**src/rtl/count_smaller_seen_values_defines.svh**
```systemverilog
// Assertion macros for the count_smaller_seen_values block.
// Used by the top level only; expects clk and arst_n in scope.
`ifndef COUNT_SMALLER_SEEN_VALUES_DEFINES_SVH
`define COUNT_SMALLER_SEEN_VALUES_DEFINES_SVH

// Checks that cons holds in the same cycle whenever ante holds.
`define CSV_CHECK_NOW(lbl, ante, cons, msg) \
	lbl: assert property (@(posedge clk) disable iff (!arst_n) (ante) |-> (cons)) \
		else $error(msg);

// Checks that cons holds in the cycle after ante holds.
`define CSV_CHECK_NEXT(lbl, ante, cons, msg) \
	lbl: assert property (@(posedge clk) disable iff (!arst_n) (ante) |=> (cons)) \
		else $error(msg);

`endif

```
**src/rtl/csv_pkg.sv**
```systemverilog
// Shared types and constants for the count_smaller_seen_values block.
// No dependencies; imported by every module of the block.
package csv_pkg;

	localparam int MAX_ITEMS  = 256;
	localparam int VALUE_BITS = 32;
	localparam int IDX_W      = $clog2(MAX_ITEMS);
	localparam int FILL_W     = $clog2(MAX_ITEMS + 1);
	localparam int CNT_W      = 9;

	typedef logic [VALUE_BITS-1:0] key_t;
	typedef logic [IDX_W-1:0]      idx_t;
	typedef logic [FILL_W-1:0]     fill_t;
	typedef logic [CNT_W-1:0]      cnt_t;

	// Input and result items as seen on the ports.
	typedef struct packed {
		logic signed [31:0] value;
		logic               start_req;
	} in_item_t;

	typedef struct packed {
		logic [8:0] smaller_count;
		logic       capacity_exceeded;
	} out_item_t;

	// Token that walks down the cell chain with one item.
	typedef struct packed {
		logic valid;
		key_t key;
		logic start;
		idx_t slot;
		logic full;
		cnt_t count;
	} csv_tok_t;

	// Status of the front end.
	typedef struct packed {
		fill_t fill;
	} csv_stat_t;

	// Offset-binary key so that an unsigned compare follows the signed order.
	function automatic key_t order_key(input logic signed [31:0] raw);
		logic [63:0] wide;
		key_t        sign;
		begin
			wide = {32'd0, raw};
			sign = key_t'(1) << (VALUE_BITS - 1);
			return key_t'(wide) ^ sign;
		end
	endfunction

endpackage

```
**src/rtl/csv_feed.sv**
```systemverilog
// Front end of the chain: keeps the fill count and builds the token for each item.
// Depends on csv_pkg.
module csv_feed (
	input  logic              clk,
	input  logic              arst_n,
	input  logic              take,
	input  csv_pkg::in_item_t item,
	output csv_pkg::csv_tok_t tok,
	output csv_pkg::csv_stat_t stat
);
	import csv_pkg::*;

	fill_t fill_q;
	fill_t fill_base;
	logic  full;

	// A start item sees an empty set.
	assign fill_base = item.start_req ? '0 : fill_q;
	assign full      = (fill_base == fill_t'(MAX_ITEMS));

	always_ff @(posedge clk or negedge arst_n) begin
		if (!arst_n) begin
			fill_q <= '0;
		end else if (take) begin
			fill_q <= full ? fill_base : fill_base + fill_t'(1);
		end
	end

	// Token entering cell 0.
	always_comb begin
		tok.valid = take;
		tok.key   = order_key(item.value);
		tok.start = item.start_req;
		tok.slot  = fill_base[IDX_W-1:0];
		tok.full  = full;
		tok.count = '0;
	end

	assign stat.fill = fill_q;

endmodule

```
**config.mk**
```make
export PLATFORM = sky130hd
export DESIGN_NAME = csv_feed
export DESIGN_NICKNAME = d
export VERILOG_FILES = /design/src/rtl/count_smaller_seen_values_defines.svh /design/src/rtl/csv_pkg.sv /design/src/rtl/csv_feed.sv
export SDC_FILE = /design/constraint.sdc
export NUM_CORES = 1
export LEC_CHECK = 0
export BUFFER_PORTS_ARGS = -buffer_cell sky130_fd_sc_hd__buf_2
export CAP_MARGIN = 20
export CORE_ASPECT_RATIO = 1.25
export CORE_MARGIN = 2
export CORE_UTILIZATION = 35
export CTS_CLUSTER_SIZE = 30
export DETAILED_ROUTE_END_ITERATION = 16
export PLACE_DENSITY = 0.81
export SKIP_LAST_GASP = 1
export SLEW_MARGIN = 20
export SYNTH_ARGS = -nofsm -noshare
export SYNTH_HDL_FRONTEND = slang
export SYNTH_SLANG_ARGS = --single-unit
```
**constraint.sdc**
```tcl
create_clock -name clk -period 1.9 [get_ports clk]
set_input_delay 0.19 -clock clk [delete_from_list [all_inputs] [get_ports clk]]
set_output_delay 0.19 -clock clk [all_outputs]
set_load 0.1 [all_outputs]
```
==> metrics.md <==
| Metric | Value |
|---|---|
| Synth Area per Inst | 8.13 sq um |
| Routed WL | 1.63 mm |
| Clock slew at reported path FFs | 0.06 ns |
| Yosys cell types | 27 |
| Data required time at the worst endpoint | 1.71 ns |
| Max-slew violation count | 0 |
| Max cap viols | 0 |
| Share of the synthesized area in the top cell type | 0.354 |
| Number of remaining DRC errors | 0 |
| Highest Clock Rate | 582 MHz |
| Fraction of the core area covered by cells at the end of the flow | 0.361 |
| Final worst path period share | 0.905 |
| Worst-case hold slack | 0.317 ns |
| DRC violation total after the first TritonRoute iteration | 8 |
| Chip Height | 61.0 microns |
| Area contributors post-synth | sky130_fd_sc_hd__buf_4 (35%), sky130_fd_sc_hd__dfrtp_1 (25%), sky130_fd_sc_hd__nor2b_1 (6.2%), sky130_fd_sc_hd__mux2i_1 (3.3%), sky130_fd_sc_hd__nor2_1 (3.3%) |
| Final WS setup | 0.181 ns |
| Worst Clk Skew | 0.00358 ns |
| Final ANT Viol Nets | 0 |
| Port-buffer cells | 25 |
| Detailed-placement wirelength estimate | 1.22 mm |
| First-pass GRT wire length | 2.79 mm |
| Total Routing Usage GR | 0.116 |
| Number of detailed-route iterations in the first pass | 2 |
| IO Count | 97 |
| Hold WC Path Type | input port to flip-flop |
| Vias in the first global route | 620 |
| Synth cell count leaders | sky130_fd_sc_hd__buf_4 (43), sky130_fd_sc_hd__dfrtp_1 (9), sky130_fd_sc_hd__nor2b_1 (9) |
| Clock insertion delay at the later pin of the skew report | 0.26 ns |
| Final number of hold-violating endpoints | 0 |
| Type of the setup path with the least slack | flip-flop to primary output |
| Worst IR Drop VDD | 0.601 mV |
| Time the worst path needs with I/O delays and setup | 1.72 ns |
| Crit path max fanout | 5 |
| Seq cells post-synth | 9 |
| Worst Path Arrival | 1.53 ns |
| Area delta synth->final | -2.88% |
| CTS tree | built |
| Starting Density | 0.371 |
| Number of buffers created by CTS | 3 |
| Final setup TNS | 0 ns |
| Area used by multi-input combinational logic | 405 sq um |
| Horiz. Die Dim | 49.6 microns |
| RSZ-0062 raised after global routing | no |
| Final #Nets | 143 |
| Maximum number of pins on one net before global-route repair | 18 |
| Core Rows | 20 |
| Post-synth EDFFs | 0 |
| Bufs on Longest Clock Path | 2 |
| Ys flop type | sky130_fd_sc_hd__dfrtp_1 |
| Reg area | 231 sq um |
| CTS resizes | 0 |
| Combined area of all synthesized cells | 911 sq um |
| Number of setup violations in the final report | 0 |
| Clock Root Buffer | sky130_fd_sc_hd__clkbuf_4 |
| Number of flip-flops in the largest register | 9 |
| Filler Cell Count | 285 |
| Proportion of layout cells with a drive suffix above 1 | 0.448 |
| Leakage power figure | 0.408 nW |
| Library cell occupying the most area in the post-synthesis netlist | sky130_fd_sc_hd__buf_4 |
| GRT Residual Overflow | 0 |
| Most instantiated library cell after synthesis | sky130_fd_sc_hd__buf_4 |
| Placeable Area | 2450 sq um |
| Post-placement worst setup slack | 0.414 ns |
| Yosys warnings | 0 |
| Die area | 3030 sq um |
| Post-CTS Setup Bufs | 0 |
| Avg Vias per Cell | 4.60 |
| Run status | completed |
| Total via count in the routed design | 635 |
| Post-synthesis sequential area ratio | 0.247 |
| Ant. Diodes | 0 |
| Avg WL per Cell | 11.8 microns |
| Number of antenna violations at the first check in global routing | 0 |
| Cell count after synthesis | 112 |
| Worst Setup Start Kind | flip-flop |
| FFs w/ async S/R, synth | 1.00 |
| Category of the worst setup path capture point | primary output |
| TritonCTS sink count | 9 |
| Power per standard cell area | 974 nW/um^2 |
| CTS H-Tree Depth | 1 |
| Placer Congestion | 0.829 |
-- what timing repair did --
item                                   in CTS  in global routing
hold buffers                                1                  0
endpoints found under the hold margin       9                  0
setup endpoints to repair                   0                  0
-- cells by family after synthesis --
family	count (synthesis)	share of synthesized area
flops	9	0.247
compound gates	9	0.0673
mux	4	0.0453
other cells	1	0.00412
xor+xnor	2	0.0192
simple gates	34	0.210
fa+ha+maj	1	0.0137
buf+inv	52	0.393
-- path summary, 6_finish.rpt --
path | to | cells after the start | startpoint | slack, ns
max | tok[9] | 4 | stat[7] | 0.18
min | stat[5] | 2 | take | 0.32
max reg2reg | stat[6] | 6 | stat[0] | 0.38
min reg2reg | stat[8] | 1 | stat[8] | 0.55
max in group asynchronous | stat[1] | 2 | arst_n | 1.36
min in group asynchronous | stat[7] | 2 | arst_n | 0.33
-- report_power, final --
part	total (mW)	switching [mW]	internal, mW
Combinational	0.465	0.399	0.0655
Sequential	0.249	0.0342	0.215
Clock	0.148	0.0667	0.0809
-- worst max-delay path: stages, from the launching register on --
cell                      delay (ns)
sky130_fd_sc_hd__dfrtp_1        0.43
sky130_fd_sc_hd__nor4_1         0.31
sky130_fd_sc_hd__nand4_1        0.19
sky130_fd_sc_hd__inv_1          0.16
sky130_fd_sc_hd__buf_12         0.19
-- layer usage --
| metal | part of all wire | global-route usage | up-vias | wire length (microns) |
|---|---|---|---|---|
| met5 | 0 | 0 | - | 0 |
| met4 | 0.0098 | 0.0238 | 0 | 16 |
| met3 | 0.13 | 0.0510 | 6 | 204 |
| met2 | 0.45 | 0.189 | 36 | 737 |
| met1 | 0.41 | 0.145 | 294 | 670 |
| li1 | - | - | 299 | - |
-- through the flow --
step                instances  area (sq um)  power [mW]
floorplan                 120           995       0.979
global placement          133           848       0.711
detailed placement        133           848       0.715
CTS                       138           885       0.867
global route              138           885       0.900
finish                    138           885       0.861
-- layout make-up --
cell class | count | area share
clock buffers | 4 | 0.0297
inverters | 6 | 0.0255
multi-input cells | 59 | 0.458
flip-flops and latches | 9 | 0.262
well taps | 33 | 0.0467
repair buffers | 27 | 0.178
-- cell usage in the layout (no fill, tap or decap), drive strengths merged --
| cell type | instances |
|---|---|
| nand2 | 6 |
| mux2 | 1 |
| o22ai | 3 |
| ha | 1 |
| conb | 9 |
| mux2i | 3 |
| o21ai | 3 |
| dlygate4sd3 | 1 |
| a21oi | 1 |
| nand2b | 1 |
| dfrtp | 9 |
| nor2 | 8 |
| nor3b | 2 |
| nand3 | 2 |
| xor2 | 2 |
| inv | 6 |
| nor2b | 9 |
| clkbuf | 4 |
| a22oi | 1 |
| nor4 | 1 |
| nand4 | 4 |
| nor3 | 1 |
| buf | 26 |
| o2bb2ai | 1 |
No activity file was read; power rests on OpenSTA's default activity.
