===== config.mk =====
export PLATFORM = sky130hd
export DESIGN_NAME = csv_cell
export DESIGN_NICKNAME = d
export VERILOG_FILES = /design/src/rtl/count_smaller_seen_values_defines.svh /design/src/rtl/csv_pkg.sv /design/src/rtl/csv_cell.sv
export SDC_FILE = /design/constraint.sdc
export NUM_CORES = 1
export LEC_CHECK = 0
export BUFFER_PORTS_ARGS = -buffer_cell sky130_fd_sc_hd__buf_2
export CORE_MARGIN = 2
export CORE_UTILIZATION = 52
export CTS_CLUSTER_SIZE = 10
export DETAILED_ROUTE_END_ITERATION = 16
export PLACE_DENSITY = 0.79
export SYNTH_ARGS = -nofsm -noshare
export SYNTH_HDL_FRONTEND = slang
export SYNTH_SLANG_ARGS = --single-unit

===== constraint.sdc =====
create_clock -name clk -period 2.45 [get_ports clk]
set_input_delay 0.1225 -clock clk [delete_from_list [all_inputs] [get_ports clk]]
set_output_delay 0.1225 -clock clk [all_outputs]
set_load 0.01 [all_outputs]

===== src/rtl/count_smaller_seen_values_defines.svh =====
// Assertion macros for the count_smaller_seen_values block.
// Used by the top level only; expects clk and arst_n in scope.
`ifndef COUNT_SMALLER_SEEN_VALUES_DEFINES_SVH
`define COUNT_SMALLER_SEEN_VALUES_DEFINES_SVH

// Checks that cons holds in the same cycle whenever ante holds.
`define CSV_CHECK_NOW(lbl, ante, cons, msg) \
	lbl: assert property (@(posedge clk) disable iff (!arst_n) (ante) |-> (cons)) \
		else $error(msg);

// Checks that cons holds in the cycle after ante holds.
`define CSV_CHECK_NEXT(lbl, ante, cons, msg) \
	lbl: assert property (@(posedge clk) disable iff (!arst_n) (ante) |=> (cons)) \
		else $error(msg);

`endif


===== src/rtl/csv_pkg.sv =====
// Shared types and constants for the count_smaller_seen_values block.
// No dependencies; imported by every module of the block.
package csv_pkg;

	localparam int MAX_ITEMS  = 256;
	localparam int VALUE_BITS = 32;
	localparam int IDX_W      = $clog2(MAX_ITEMS);
	localparam int FILL_W     = $clog2(MAX_ITEMS + 1);
	localparam int CNT_W      = 9;

	typedef logic [VALUE_BITS-1:0] key_t;
	typedef logic [IDX_W-1:0]      idx_t;
	typedef logic [FILL_W-1:0]     fill_t;
	typedef logic [CNT_W-1:0]      cnt_t;

	// Input and result items as seen on the ports.
	typedef struct packed {
		logic signed [31:0] value;
		logic               start_req;
	} in_item_t;

	typedef struct packed {
		logic [8:0] smaller_count;
		logic       capacity_exceeded;
	} out_item_t;

	// Token that walks down the cell chain with one item.
	typedef struct packed {
		logic valid;
		key_t key;
		logic start;
		idx_t slot;
		logic full;
		cnt_t count;
	} csv_tok_t;

	// Status of the front end.
	typedef struct packed {
		fill_t fill;
	} csv_stat_t;

	// Offset-binary key so that an unsigned compare follows the signed order.
	function automatic key_t order_key(input logic signed [31:0] raw);
		logic [63:0] wide;
		key_t        sign;
		begin
			wide = {32'd0, raw};
			sign = key_t'(1) << (VALUE_BITS - 1);
			return key_t'(wide) ^ sign;
		end
	endfunction

endpackage


===== src/rtl/csv_cell.sv =====
// One cell of the comparison chain: holds one stored value and its valid bit.
// Depends on csv_pkg.
module csv_cell (
	input  logic            clk,
	input  logic            arst_n,
	input  logic            adv,
	input  csv_pkg::idx_t   idx,
	input  csv_pkg::csv_tok_t tok_in,
	output csv_pkg::csv_tok_t tok_out
);
	import csv_pkg::*;

	key_t     value_q;
	logic     valid_q;
	csv_tok_t tok_q;
	logic     hit;
	logic     store;
	cnt_t     cnt_next;

	// A start item treats the cell as empty before comparing.
	assign hit      = tok_in.valid && valid_q && !tok_in.start && (value_q < tok_in.key);
	assign store    = tok_in.valid && !tok_in.full && (tok_in.slot == idx);
	assign cnt_next = (hit && (tok_in.count != '1)) ? tok_in.count + cnt_t'(1) : tok_in.count;

	// Stored entry: cleared as a start item passes, written at the item's slot.
	always_ff @(posedge clk or negedge arst_n) begin
		if (!arst_n) begin
			valid_q <= 1'b0;
		end else if (adv) begin
			if (store) begin
				valid_q <= 1'b1;
			end else if (tok_in.valid && tok_in.start) begin
				valid_q <= 1'b0;
			end
		end
	end

	always_ff @(posedge clk) begin
		if (adv && store) begin
			value_q <= tok_in.key;
		end
	end

	// Token register handed to the next cell.
	always_ff @(posedge clk or negedge arst_n) begin
		if (!arst_n) begin
			tok_q <= '0;
		end else if (adv) begin
			tok_q.valid <= tok_in.valid;
			tok_q.key   <= tok_in.key;
			tok_q.start <= tok_in.start;
			tok_q.slot  <= tok_in.slot;
			tok_q.full  <= tok_in.full;
			tok_q.count <= cnt_next;
		end
	end

	assign tok_out = tok_q;

endmodule


==> out/results.ini, run 1 <==
[critical_path]
critical_path_buf_inv_count = 2
crit_fanout = 6
path_depth = 12
required_ns = 2.74
crit_family = simple AND/OR/NAND/NOR gates
crit_type = in2reg
cp-end-kind = flop
crit_path_frequent_cell = and3_4
reg2reg_from = value_q[31]$_DFFE_PP_
crit_slowest_cell = or4_4
worstReg2RegEnd = tok_out[2]$_DFFE_PN0P_
arrival_ns = 2.69
max_stage_delay_ns = 0.51
reg2reg_depth = 7
path_cells = buf_2 > ha_4 > and3_4 > and3_4 > and3_4 > ha_4 > or4_4 > a221o_1 > or3_4 > clkbuf_16 > a211o_2 > nand3_1
r2r_slack_ns = 0.14
worstSetupStartpointType = input pin

[clocking]
cts.clk_slew.worst_paths_ns = 0.09
clk_path_buf_depth = 2
cts_buffers = 9
h-tree-depth = 3
worstSkewPairLatency_ns = 0.35
clkSinkCount = 85
cts_tree = done
clock-root-buffer = clkbuf_8

[synth]
yosys_most_used_dff = dfrtp_1
yosys_warnings = 0
syn_nets = 431
ys_seq_area_share_pct = 54.70
ys_top_cells_by_area = dfrtp_1 (32%), edfxtp_1 (23%), mux2_2 (11%), ha_1 (9.9%), inv_1 (3.2%)
synth_area_mm2 = 0.004182
synth_commonest_cells = dfrtp_1 (53), mux2_2 (42), inv_1 (36)
syn_inst = 335
async_flop_share_pct = 62.35
yosysMostFrequentCell = dfrtp_1
yosysTopAreaCell = dfrtp_1
yosysUniqueCellTypes = 36
synth_area_per_cell_um2 = 12.48
ys_seq_elements = 85
synth_top_area_share_pct = 31.72
synth-edff-count = 32

[cells_and_area]
drive_gt1_share_pct = 41.67
areaGrowthSynthToFinish_pct = 35.13
fin_area_mm2 = 0.005650
nets = 595
fillers = 550
fin_util_pct = 72.74

[pwr]
power_uw = 3217
vdd_drop_max_v = 0.0003173
p_per_area_mw_per_mm2 = 569.3
power_leakage_uw = 0.002598

[floorplan]
die_y_um = 93.68
die_w_um = 93.68
fp.coreArea_mm2 = 0.007767
rows = 32
die-area_mm2 = 0.008775
start_util_pct = 53.83
pin_count = 115

[detailed_routing]
antenna_left = 0
drc = 0
drtIter0Drc = 121
via_per_inst = 5.460
routed_wl_um = 9808
dr_total_vias = 3314
wl_per_cell_um = 16.16
first_pass_iters = 4

[hold_path]
hold_path.class = in2reg
hold_path_depth = 2
whs_endpoint = tok_out[10]$_DFFE_PN0P_
holdCritStartpoint = tok_in[10]

[sta]
timing.hold.ws_ns = 0.02690
final.setup_skew_ns = 0.007390
max_slew_margin_pct = 55.16
hold_viol_final = 0
fin_tns_setup_ns = 0
slew_violations = 0
post-route-period-util_pct = 97.86
clock.fmax_mhz = 417.1
post-route-min-period_ns = 2.398
max_slew.worst_pin.slew_ns = 0.6726
finalSetupViolCount = 0

[place]
postPlaceCellArea_mm2 = 0.005007
port_buffers = 114
gp_congestion = 0.7886
post-dp-hpwl_um = 6731

[run]
max_cap_violations = 0

[grt]
first_global_vias = 3389
grt_pass1_wl_um = 15780
antenna_found_initial = 0
grt_start_max_net_pins = 54
gr-total-overflow = 0
globalRouteTotalUtil_pct = 23.06

[status]
status = finished clean

[routing by layer]
layer	wire, um	global-route usage, %	part of all wire [%]
met4	192	9.662	2.0
met3	347	3.291	3.5
met5	0	0	0
met2	5160	40.71	53
met1	4107	28.32	42
[layout by cell type, fill, tap and decap left out, types with 4 or more instances in the layout]
cell type	n
nand2_1	13
ha_1	30
buf_2	114
nand4_1	14
inv_1	36
nand3_1	15
nand3b_1	5
clkbuf_8	9
buf_4	15
a211o_2	5
a31oi_1	7
a21oi_1	12
edfxtp_1	32
o21ai_0	8
a21o_1	4
xor2_1	5
mux2_2	42
dfrtp_1	53
dlygate4sd3_1	33
[per-stage QoR]
stage               setup WS, ns  std cells
floorplan               -0.05162        335
global placement         -0.2842        555
detailed placement       -0.4010        555
CTS                      0.01589        604
global route           -0.003348        606
finish                   0.05248        607
[where the power goes]
group          leakage [uW]  switching [uW]  internal, uW
clock network      0.000104             508           579
logic               0.00159             260           265
registers          0.000909            44.5          1560
total               0.00260             812          2400
[worst max-delay path by stage]
stage                from                endpoint  slack (ns)
2_1_floorplan   tok_in[0]  tok_out[0]$_DFFE_PN0P_       -0.05
3_3_place_gp    tok_in[0]  tok_out[1]$_DFFE_PN0P_       -0.28
3_5_place_dp    tok_in[0]  tok_out[0]$_DFFE_PN0P_       -0.40
4_1_cts        tok_in[50]  tok_out[0]$_DFFE_PN0P_        0.02
5_1_grt        tok_in[48]  tok_out[8]$_DFFE_PN0P_      -0.003
6_report        tok_in[0]  tok_out[2]$_DFFE_PN0P_        0.05
[state kept, by name, indices dropped and copies added, names as in the netlist]
register / count
tok_out: 52
value_q: 32
valid_q: 1
[cell type report]
class,count,area (um2),share of cell area [%]
diodes,1,2.502,0.04429
clock buffers,11,131.4,2.325
clock inverters,5,85.08,1.506
inverters,36,135.1,2.392
multi-input cells,201,1800,31.86
flip-flops and latches,85,2287,40.48
well taps,102,127.6,2.259
repair buffers,166,1081,19.13
[kinds of logic after synthesis]
kind of cell / synth area share, %
AOI/OAI and AO/OA: 8.468
buffers and inverters: 4.967
muxes: 11.79
adders and majority gates: 9.874
and+or+nand+nor: 8.528
DFF: 54.70
xor gates and xnor gates: 1.676
[what timing repair did]
item | 4_1_cts | 5_1_grt
hold buffers | 33 | 0
hold endpoints to repair | 85 | 0
endpoints found under the setup margin | 1 | 9
buffers inserted | 0 | 1
gates cloned | 0 | 1
pin swaps | 0 | 5
gates resized for setup | 1 | 9
(Power assumes the default switching activity.)
==> run 2, diff against run 1 <==
Settings changed: REMOVE_ABC_BUFFERS from default to 1.
Clock period 2.45 ns to 2.55 ns, I/O delays scaled along.
==> out/results.ini, run 2 (same netlist as run 1, synthesis figures left out) <==
[floorplan]
start_util_pct = 53.83
die_y_um = 93.68
die-area_mm2 = 0.008775
die_w_um = 93.68
rows = 32
fp.coreArea_mm2 = 0.007767
pin_count = 115

[critical_path]
worstSetupStartpointType = input pin
crit_fanout = 5
crit_slowest_cell = or4_1
path_cells = buf_2 > ha_1 > and3_4 > and3_4 > and3_4 > ha_1 > or4_1 > a221o_1 > or3_4 > buf_4 > a2111o_1 > nand3_1
crit_type = in2reg
crit_path_frequent_cell = and3_4
required_ns = 2.84
max_stage_delay_ns = 0.40
cp-end-kind = flop
arrival_ns = 2.73

[clocking]
cts_tree = done
h-tree-depth = 3
clk_path_buf_depth = 2
cts.clk_slew.worst_paths_ns = 0.09
cts_setup_buffers = 0
cts_buffers = 9
clock-root-buffer = clkbuf_8
clkSinkCount = 85
worstSkewPairLatency_ns = 0.36

[sta]
post-route-period-util_pct = 95.60
clock.fmax_mhz = 410.2
rsz0062_at_grt = no
max_slew_margin_pct = 53.62
fin_tns_setup_ns = 0
finalSetupViolCount = 0
final.setup_skew_ns = 0.009492
slew_violations = 0
hold_viol_final = 0
fin_ws_ns = 0.1122
max_slew.worst_pin.slew_ns = 0.6957
post-route-min-period_ns = 2.438

[detailed_routing]
antenna_left = 0
first_pass_iters = 4
drtIter0Drc = 189
routed_wl_um = 9523
via_per_inst = 5.329
drc = 0
dr_total_vias = 3219
wl_per_cell_um = 15.77

[cells_and_area]
largest_reg_flops = 52
drive_gt1_share_pct = 39.84
fillers = 565
areaGrowthSynthToFinish_pct = 31.90
mostFrequentLayoutCell = buf_2
final_cell_mix = buf_2 (115), dfrtp_1 (53), mux2_2 (42)
fin_area_mm2 = 0.005515
antenna_cells = 0
nets = 593

[grt]
first_global_vias = 3280
antenna_found_initial = 0
grt_start_max_net_pins = 54
globalRouteTotalUtil_pct = 22.34
gr-total-overflow = 0
grt_pass1_wl_um = 15290

[pwr]
power_leakage_uw = 0.002565
vdd_drop_max_v = 0.0003126
power_uw = 3005
p_per_area_mw_per_mm2 = 544.8

[place]
postPlaceCellArea_mm2 = 0.004946
gp_congestion = 0.7537
port_buffers = 114
post-dp-hpwl_um = 6540
dp_slack_ns = -0.4286

[hold_path]
hold_path.class = in2reg

[run]
max_cap_violations = 0

[status]
status = finished clean

==> run 2: changes by cell type in the layout (fill, tap and decap cells not counted), moves of 2 or more <==
cell | previous run | this run
a21oi_1 | 12 | 14
a21oi_2 | 2 | 0
bufinv_16 | 2 | 0
clkbuf_8 | 9 | 11
ha_1 | 30 | 33
ha_4 | 3 | 0
or4_1 | 0 | 2
or4_4 | 2 | 0
==> run 2: path summary, 6_finish.rpt <==
kind	from	to	slack [ns]	cells past startpoint
min in group asynchronous	arst_n	tok_out[43]$_DFFE_PN0P_	0.43	3
setup / recovery	tok_in[0]	tok_out[0]$_DFFE_PN0P_	0.11	12
setup reg to reg	value_q[31]$_DFFE_PP_	tok_out[0]$_DFFE_PN0P_	0.26	7
max in group asynchronous	arst_n	tok_out[2]$_DFFE_PN0P_	1.64	3
hold reg to reg	valid_q$_DFFE_PN0P_	valid_q$_DFFE_PN0P_	0.50	1
hold / removal	tok_in[15]	tok_out[15]$_DFFE_PN0P_	0.03	2
==> run 2: cell type report <==
type | instances | area (um2) | area share (%)
Inverter | 36 | 135.1 | 2.450
Multi-Input combinational cell | 201 | 1719 | 31.17
Clock buffer | 13 | 180.2 | 3.267
Tap cell | 102 | 127.6 | 2.314
Clock inverter | 3 | 23.77 | 0.4310
Timing Repair Buffer | 164 | 1042 | 18.90
Sequential cell | 85 | 2287 | 41.47
==> run 2: timing repair <==
action                                 CTS  global route
cloned                                   0             1
endpoints found under the hold margin   85             0
hold buffers                            33             0
gates resized for setup                  2             4
setup endpoints to repair                9             9
pin swaps                                0             2
==> run 2: metal layers <==
metal  share of wire [%]  track usage (%)  vias to the layer above
met4                 1.2            7.126                        0
met5                   0                0                        -
met3                 5.2            4.494                       10
met1                  44            29.06                     1552
met2                  49            37.83                      106
li1                    -                -                     1551
==> run 2: where the power goes <==
| group | leakage (uW) | total (uW) | switching (uW) | internal [uW] |
|---|---|---|---|---|
| logic | 0.00155 | 497 | 246 | 251 |
| registers | 0.000909 | 1540 | 42.1 | 1500 |
| clock network | 0.000106 | 966 | 492 | 474 |
| total | 0.00256 | 3000 | 780 | 2220 |
==> run 2: stage by stage <==
step / hold slack (ns) / util, % / instances
2_1_floorplan: -0.1681 / - / 322
3_5_place_dp: 0.3134 / 63.68 / 554
6_report: 0.02516 / 71.01 / 604
3_3_place_gp: 0.2946 / 63.68 / 554
5_1_grt: 0.007887 / 71.01 / 604
4_1_cts: 0.006916 / 70.68 / 603
==> run 2: critical path: cells and delay by family <==
family,cells,cell delay (ns)
AOI/OAI and AO/OA,2,0.55
adders and majority gates,2,0.37
buffers and inverters,2,0.26
and+or+nand+nor,6,1.43
